### src/rtl/ffa_pkg.sv
// ----------------------------------------------------------------------------
// ffa_pkg
// Shared constants and types for the first-fit page region allocator.
// ----------------------------------------------------------------------------
`timescale 1ns / 1ps
`default_nettype none

package ffa_pkg;

    localparam int MAX_REGIONS = 256;
    localparam int PAGE_SHIFT  = 12;

    localparam int ADDR_W = 64;
    localparam int PAGE_W = 52;
    localparam int KIND_W = 4;
    localparam int OP_W   = 2;
    localparam int STAT_W = 3;

    localparam int SLOT_W = $clog2(MAX_REGIONS);
    localparam int LINK_W = SLOT_W + 1;

    localparam logic [LINK_W-1:0] NONE = LINK_W'(MAX_REGIONS);

    localparam logic [KIND_W-1:0] FREE_KIND = 4'd0;
    localparam logic [KIND_W-1:0] USED_KIND = 4'd8;

    localparam logic [OP_W-1:0] OP_ADD   = 2'd0;
    localparam logic [OP_W-1:0] OP_ALLOC = 2'd1;
    localparam logic [OP_W-1:0] OP_FREE  = 2'd2;
    localparam logic [OP_W-1:0] OP_NONE  = 2'd3;

    localparam logic [STAT_W-1:0] ST_OK       = 3'd0;
    localparam logic [STAT_W-1:0] ST_NO_FIT   = 3'd1;
    localparam logic [STAT_W-1:0] ST_NOT_USED = 3'd2;
    localparam logic [STAT_W-1:0] ST_NOT_FND  = 3'd3;
    localparam logic [STAT_W-1:0] ST_FULL     = 3'd4;

    typedef struct packed {
        logic [ADDR_W-1:0] start;
        logic [PAGE_W-1:0] pages;
        logic [KIND_W-1:0] kind;
        logic [LINK_W-1:0] next;
        logic [LINK_W-1:0] prev;
    } region_t;

    typedef struct packed {
        logic start;
        logic pages;
        logic kind;
        logic next;
        logic prev;
    } region_we_t;

    typedef struct packed {
        logic              pop;
        logic              push;
        logic [SLOT_W-1:0] slot;
    } stk_ctl_t;

endpackage

`default_nettype wire

### src/rtl/ffa_spare_stack.sv
// ----------------------------------------------------------------------------
// ffa_spare_stack
// Stack of unused slot numbers. Entries below the low-water mark were never
// overwritten and read as their reset value; top is valid in the cycle after
// the count settles.
// ----------------------------------------------------------------------------
`timescale 1ns / 1ps
`default_nettype none

module ffa_spare_stack (
    input  wire logic                       clk,
    input  wire logic                       rst_n,
    input  wire ffa_pkg::stk_ctl_t          ctl,
    output logic [ffa_pkg::LINK_W-1:0]      count,
    output logic [ffa_pkg::SLOT_W-1:0]      top
);
    import ffa_pkg::*;

    logic [SLOT_W-1:0] mem [MAX_REGIONS];
    logic [LINK_W-1:0] count_reg, count_next;
    logic [LINK_W-1:0] low_reg, low_next;
    logic [LINK_W-1:0] count_dec;
    logic [SLOT_W-1:0] top_idx;
    logic [SLOT_W-1:0] data_reg;
    logic [SLOT_W-1:0] init_reg;
    logic              below_reg;

    assign count_dec = count_reg - LINK_W'(1);
    assign top_idx   = count_dec[SLOT_W-1:0];

    always_comb
    begin
        count_next = count_reg;
        low_next   = low_reg;
        if (ctl.pop)
        begin
            count_next = count_dec;
            if (count_dec < low_reg)
                low_next = count_dec;
        end
        else if (ctl.push)
        begin
            count_next = count_reg + LINK_W'(1);
        end
    end

    always_ff @(posedge clk or negedge rst_n)
    begin
        if (!rst_n)
        begin
            count_reg <= LINK_W'(MAX_REGIONS);
            low_reg   <= LINK_W'(MAX_REGIONS);
        end
        else
        begin
            count_reg <= count_next;
            low_reg   <= low_next;
        end
    end

    always_ff @(posedge clk)
    begin
        if (ctl.push)
            mem[count_reg[SLOT_W-1:0]] <= ctl.slot;
        data_reg  <= mem[top_idx];
        init_reg  <= SLOT_W'(MAX_REGIONS - 1) - top_idx;
        below_reg <= {1'b0, top_idx} < low_reg;
    end

    assign count = count_reg;
    assign top   = below_reg ? init_reg : data_reg;

endmodule

`default_nettype wire

### config.mk
export PLATFORM = sky130hd
export DESIGN_NAME = ffa_spare_stack
export DESIGN_NICKNAME = d
export VERILOG_FILES = /design/src/rtl/ffa_pkg.sv /design/src/rtl/ffa_spare_stack.sv
export SDC_FILE = /design/constraint.sdc
export NUM_CORES = 2
export LEC_CHECK = 0
export BUFFER_PORTS_ARGS = -buffer_cell sky130_fd_sc_hd__buf_2
export CELL_PAD_IN_SITES_DETAIL_PLACEMENT = 2
export CELL_PAD_IN_SITES_GLOBAL_PLACEMENT = 2
export CORE_UTILIZATION = 40
export CTS_CLUSTER_DIAMETER = 100
export DETAILED_ROUTE_END_ITERATION = 8
export PLACE_DENSITY_LB_ADDON = 0.12
export SLEW_MARGIN = 10
export SYNTH_ARGS = -nofsm -noshare
export SYNTH_HDL_FRONTEND = slang
export SYNTH_SLANG_ARGS = --single-unit
export TNS_END_PERCENT = 1
### constraint.sdc
create_clock -name clk -period 8.9 [get_ports clk]
set_input_delay 0.445 -clock clk [delete_from_list [all_inputs] [get_ports clk]]
set_output_delay 0.445 -clock clk [all_outputs]
set_load 0.01 [all_outputs]
# ---- After elaboration in Yosys (flattened, before gate mapping)
# Memories as Yosys holds them, arrays and structs flattened. A register that Yosys moved wholly into a read port is not among the register bits.
# Cells that the tools add are included.
dict set report word_totals {
  ram_bits 2048
  register_bits 27
  mem_count 1
}
dict set report op_classes {
  reduce_logical 2
  n_mux 5
  addsub 3
  n_lt_le_gt_ge 2
}
# name depth word_bits rd rd_ports_with_merged_regs wr line_no
set memory_table {}
lappend memory_table {mem 256 8 1 1 1 ffa_spare_stack.sv:19} ;# logic [SLOT_W-1:0] mem [MAX_REGIONS];
# operator n
set op_table {}
lappend op_table {{two-way mux 9 bit} 2}
lappend op_table {{adder 9 x 1 -> 9 bit, second input constant} 1}
lappend op_table {{< comparator 8 x 9 -> 1 bit} 1}
lappend op_table {{< comparator 9 bit} 1}
lappend op_table {{subtractor 9 x 1 -> 9 bit, second input constant} 1}
lappend op_table {{two-way mux 8 bit} 1}
lappend op_table {{subtractor 8 bit, first input constant} 1}
lappend op_table {{two-way mux 1 bit} 2}
lappend op_table {{AND reduction 2 bit} 1}
lappend op_table {{nonzero test 2 bit} 1}

# ---- Longest topological paths before layout
dict set report depth {
  depth_word 3
  depth_mapped 18
}

# ---- Least setup slack after synthesis
# OpenSTA, ideal clock, no wires.
dict set report synth_timing {
  path_type {register to register}
  start {reg count_reg[0] (netlist: count[0])}
  end {reg low_reg[0]}
  path_buffers 7
  t_arrival_ps 4257
  slack_ps 4518
  path_stages_with_launch 19
  required_time_ps 8775
  synth_period_minus_slack_ps 4382
  path_cell_list {dfrtp_1 buf_6 buf_6 buf_4 buf_2 inv_1 ha_1 clkbuf_1 clkbuf_1 clkbuf_1 inv_1 ha_1 a21boi_1 o21a_1 o21a_1 o21ai_1 a21oi_1 o21ai_4 mux2_2}
}
dict set report synth_via {
  elab_chain_cells 3
}
# element line_no
set synth_rtl {}
lappend synth_rtl {{start: declaration} ffa_spare_stack.sv:20} ;# logic [LINK_W-1:0] count_reg, count_next;
lappend synth_rtl {{start signal: assignment} ffa_spare_stack.sv:51} ;# count_reg <= LINK_W'(MAX_REGIONS);
lappend synth_rtl {{start signal: assignment} ffa_spare_stack.sv:56} ;# count_reg <= count_next;
lappend synth_rtl {{subtractor 9 x 1 -> 9 bit *} ffa_spare_stack.sv:28} ;# assign count_dec = count_reg - LINK_W'(1);
lappend synth_rtl {{net count_dec[0]} ffa_spare_stack.sv:22} ;# logic [LINK_W-1:0] count_dec;
lappend synth_rtl {{< comparator 9 bit} ffa_spare_stack.sv:38} ;# if (count_dec < low_reg)
lappend synth_rtl {{AND reduction 2 bit (no source line)} -}
lappend synth_rtl {{end signal: assignment} ffa_spare_stack.sv:52} ;# low_reg <= LINK_W'(MAX_REGIONS);
lappend synth_rtl {{end signal: assignment} ffa_spare_stack.sv:57} ;# low_reg <= low_next;
lappend synth_rtl {{end: declaration} ffa_spare_stack.sv:21} ;# logic [LINK_W-1:0] low_reg, low_next;
# The timed path passes the listed nets; every way through them passes the cells marked *.
# A chain may end at the register's enable or synchronous reset.

# ---- Final worst setup path
dict set report layout_timing {
  start {reg count_reg[0] (netlist: count[0])}
  end {reg data_reg[6] (read register of mem)}
}
dict set report layout_via {
  elab_chain_cells 1
}
# element line_no
set layout_rtl {}
lappend layout_rtl {{subtractor 9 x 1 -> 9 bit} ffa_spare_stack.sv:28}
lappend layout_rtl {{net count_dec[0]} ffa_spare_stack.sv:22}
lappend layout_rtl {{end: declaration} ffa_spare_stack.sv:24} ;# logic [SLOT_W-1:0] data_reg;
# The timed path passes the listed nets, and every way through them passes these cells.

==> metrics.csv <==
stage,metric,value,unit
clock_tree,clock slew at reported path FFs,60,ps
logic_synthesis,register area share after synthesis,0.772,
floorplanning,Rows,164,
logic_synthesis,largest family of logic cells by synthesized area,multiplexers,
floorplanning,Initial Util,0.403,
cells_and_area,max reg flops,2048,
timing,fmax,163,MHz
floorplanning,core area,200000,µm²
setup_path,Worst path max stage delay,1090,ps
cells_and_area,cell area after layout,90700,µm²
drt,vias per cell,5.71,
setup_path,crit path to,data_reg[6],
logic_synthesis,Synth top area share,0.763,
timing,Final Cycle Share,0.690,
logic_synthesis,Syn Std Cell Area,80600,µm²
clock_tree,CTS Hold Bufs,3,
floorplanning,die extent in x,451,µm
logic_synthesis,ys async rst share,0.00864,
logic_synthesis,post-synthesis compound-gate area fraction,0.0106,
cells_and_area,share of cells above drive strength 1,0.285,
timing,RSZ-0062 raised after global routing,false,
place,PortBufs,28,
logic_synthesis,Yosys top cell by area,edfxtp_1,
logic_synthesis,Avg Inst Size Synth,23.3,µm²
drt,wire per inst,34.4,µm
logic_synthesis,mux cell area share after synthesis,0.181,
floorplanning,die area,203000,µm²
setup_path,crit path DAT,6860,ps
logic_synthesis,count of cell types in the netlist,39,
timing,fin crit period,6150,ps
setup_path,"critical path, cell by cell",inv_1 > ha_4 > buf_4 > buf_4 > mux4_2 > mux4_2 > a22o_1 > a221oi_1 > o22a_1 > nand3_1,
setup_path,Critical Path Source,count[0],
setup_path,Reg2Reg Setup Slack,2750,ps
logic_synthesis,top_reg_cell synth,edfxtp_1,
timing,final clock skew,27.0,ps
drt,Post-Route WL,221000,µm
min_path,Worst Hold Class,input pin to flip-flop,
global_routing,largest net degree at the start of global routing,129,
clock_tree,Post-CTS Resized,0,
drt,via count,36695,
setup_path,crit end category,flip-flop,
timing,Final Hold Fails,0,
power,PD cells,349,nW/µm²
global_routing,first-pass GRT wire length,316000,µm
cells_and_area,footprint of the multi-input gates,17400,µm²
place,HPWL Detailed,134000,µm
cells_and_area,"commonest non-fill, non-tap cell in the layout",edfxtp_1,
setup_path,worst-case reg-to-reg path depth,10,
job,Max-cap violations,0,
logic_synthesis,Post-Synth Simple-Gate Area,0.0184,
drt,1st-iter DRT viols,3532,
cells_and_area,Area growth syn-to-layout,12.4,%
clock_tree,clk sink count,2083,
floorplanning,Die Ht,451,µm
power,Max VDD drop,0.522,mV
logic_synthesis,#FFs+latches synth,2083,
timing,setup violators final,0,
power,LEAKAGE,0.0275,µW
place,Routability Congestion,0.762,
clock_tree,CTS max path bufs,3,
cells_and_area,Post-layout nets,3604,
setup_path,Required @ worst endpoint,9610,ps
outcome,status,"finished, final reports clean",
cells_and_area,"commonest non-fill, non-tap cells in the layout","edfxtp_1 (2048), mux4_2 (640), nor2_1 (258)",
logic_synthesis,post-synthesis adder-cell area fraction,0.00186,
logic_synthesis,Syn Nets,3482,
global_routing,number of global-route vias before repair,40001,
timing,Worst Max-Slew Pin Slew,1290,ps
place,Area after DPL,83900,µm²
clock_tree,Post CTS Setup Buffer Count,0,
clock_tree,CTS root buf,clkbuf_16,
timing,minimum hold slack,47.9,ps
clock_tree,Skew-Pair Late Insertion Delay,850,ps
cells_and_area,Register Area,62300,µm²
logic_synthesis,"top cells by area, synth","edfxtp_1 (76%), mux4_2 (18%), nor2_1 (1.2%), a22o_1 (0.52%), dfrtp_1 (0.50%)",
timing,Max-slew headroom,0.136,
clock_tree,CTS tree,built,
logic_synthesis,XOR/XNOR share of the synthesized area,0.00161,
cells_and_area,Fillers,17519,
global_routing,total grt overflow,0,
drt,drc violations,0,
global_routing,initial antenna violation count,14,
setup_path,Crit Reg-Reg Startpoint,count[0],
logic_synthesis,synth warn,0,
timing,Slew Limit Fails,0,
drt,"antenna viol nets, final",0,
setup_path,"Slowest-stage cell, CP",ha_4,
clock_tree,H-Tree Level Count,4,
drt,drt first pass iters,5,
setup_path,crit path kind,flip-flop to flip-flop,
logic_synthesis,Syn Inst Count,3458,
setup_path,Worst setup SP type,flip-flop,
logic_synthesis,Post-synth EDFFs,2048,
floorplanning,Ports,29,
clock_tree,Num CTS Buffers,218,
timing,total negative setup slack,0,ps
global_routing,gr usage total,0.220,
setup_path,Worst Path Max Fanout,64,
setup_path,Worst R2R End,data_reg[6],
## stage by stage
step	power (µW)	cells	setup slack, ps	util
3_5_place_dp	23300	6013	2710	0.419
6_report	31600	6421	2750	0.453
4_1_cts	32100	6418	2700	0.453
2_1_floorplan	19000	3458	4520	-
5_1_grt	32700	6419	2550	0.453
3_3_place_gp	23100	6013	2870	0.419
## cell usage after synthesis, types with 17 or more instances
master    instances
edfxtp_1       2048
mux4_2          640
nor2_1          262
clkbuf_1        102
buf_2            59
a22o_1           48
nand3_1          31
nand2_1          27
buf_6            21
inv_1            19
buf_4            18
dfxtp_1          17
## cell families after synthesis
logic type | after synthesis
AND/OR/NAND/NOR | 359
XOR/XNOR | 14
flip-flops | 2083
adder cells (fa/ha/maj) | 12
buffers and inverters | 223
AO/OA/AOI/OAI | 110
multiplexers | 657
## how the worst min path moves through the flow
| stage | start | endpoint | slack, ps | depth (start not counted) |
|---|---|---|---|---|
| after floorplan | rst_n | count[0] | 150 | 0 |
| after global placement | rst_n | count[3] | 430 | 1 |
| after detailed placement | rst_n | count[3] | 440 | 1 |
| after CTS | ctl[6] | mem[65][6] | 2 | 1 |
| after global routing | ctl[6] | mem[65][6] | 30 | 1 |
| final | ctl[6] | mem[67][6] | 50 | 1 |
## per-layer routing
metal / GRT usage / up-vias / routed length [µm]
met3: 0.0319 / 258 / 10400
met4: 0.0552 / 0 / 4980
li1: - / 14987 / -
met2: 0.367 / 1003 / 112000
met1: 0.304 / 20447 / 94000
met5: 0 / - / 0
## critical path, delay by kind of cell, from the launching register on
| kind | cells | cell delay [ps] |
|---|---|---|
| AOI/OAI and AO/OA | 3 | 1730 |
| buffers and inverters | 3 | 1150 |
| adders and majority gates | 1 | 1090 |
| DFF | 1 | 940 |
| muxes | 2 | 930 |
| and+or+nand+nor | 1 | 110 |
## final cells by class
type | count | share of cell area
multi-input combinational | 1152 | 0.192
timing repair buffer | 106 | 0.00966
clock buffer | 281 | 0.0642
antenna | 3 | 0.0000828
inverter | 19 | 0.000787
clock inverter | 121 | 0.00976
sequential | 2083 | 0.687
tap | 2656 | 0.0367
## report_power, final
part           switching, µW  internal (µW)  total (µW)
combinational           6630           5150       11800
clock                   3770           4900        8670
sequential               179          11000       11200
Note: power is estimated with default switching activity, not from simulation.
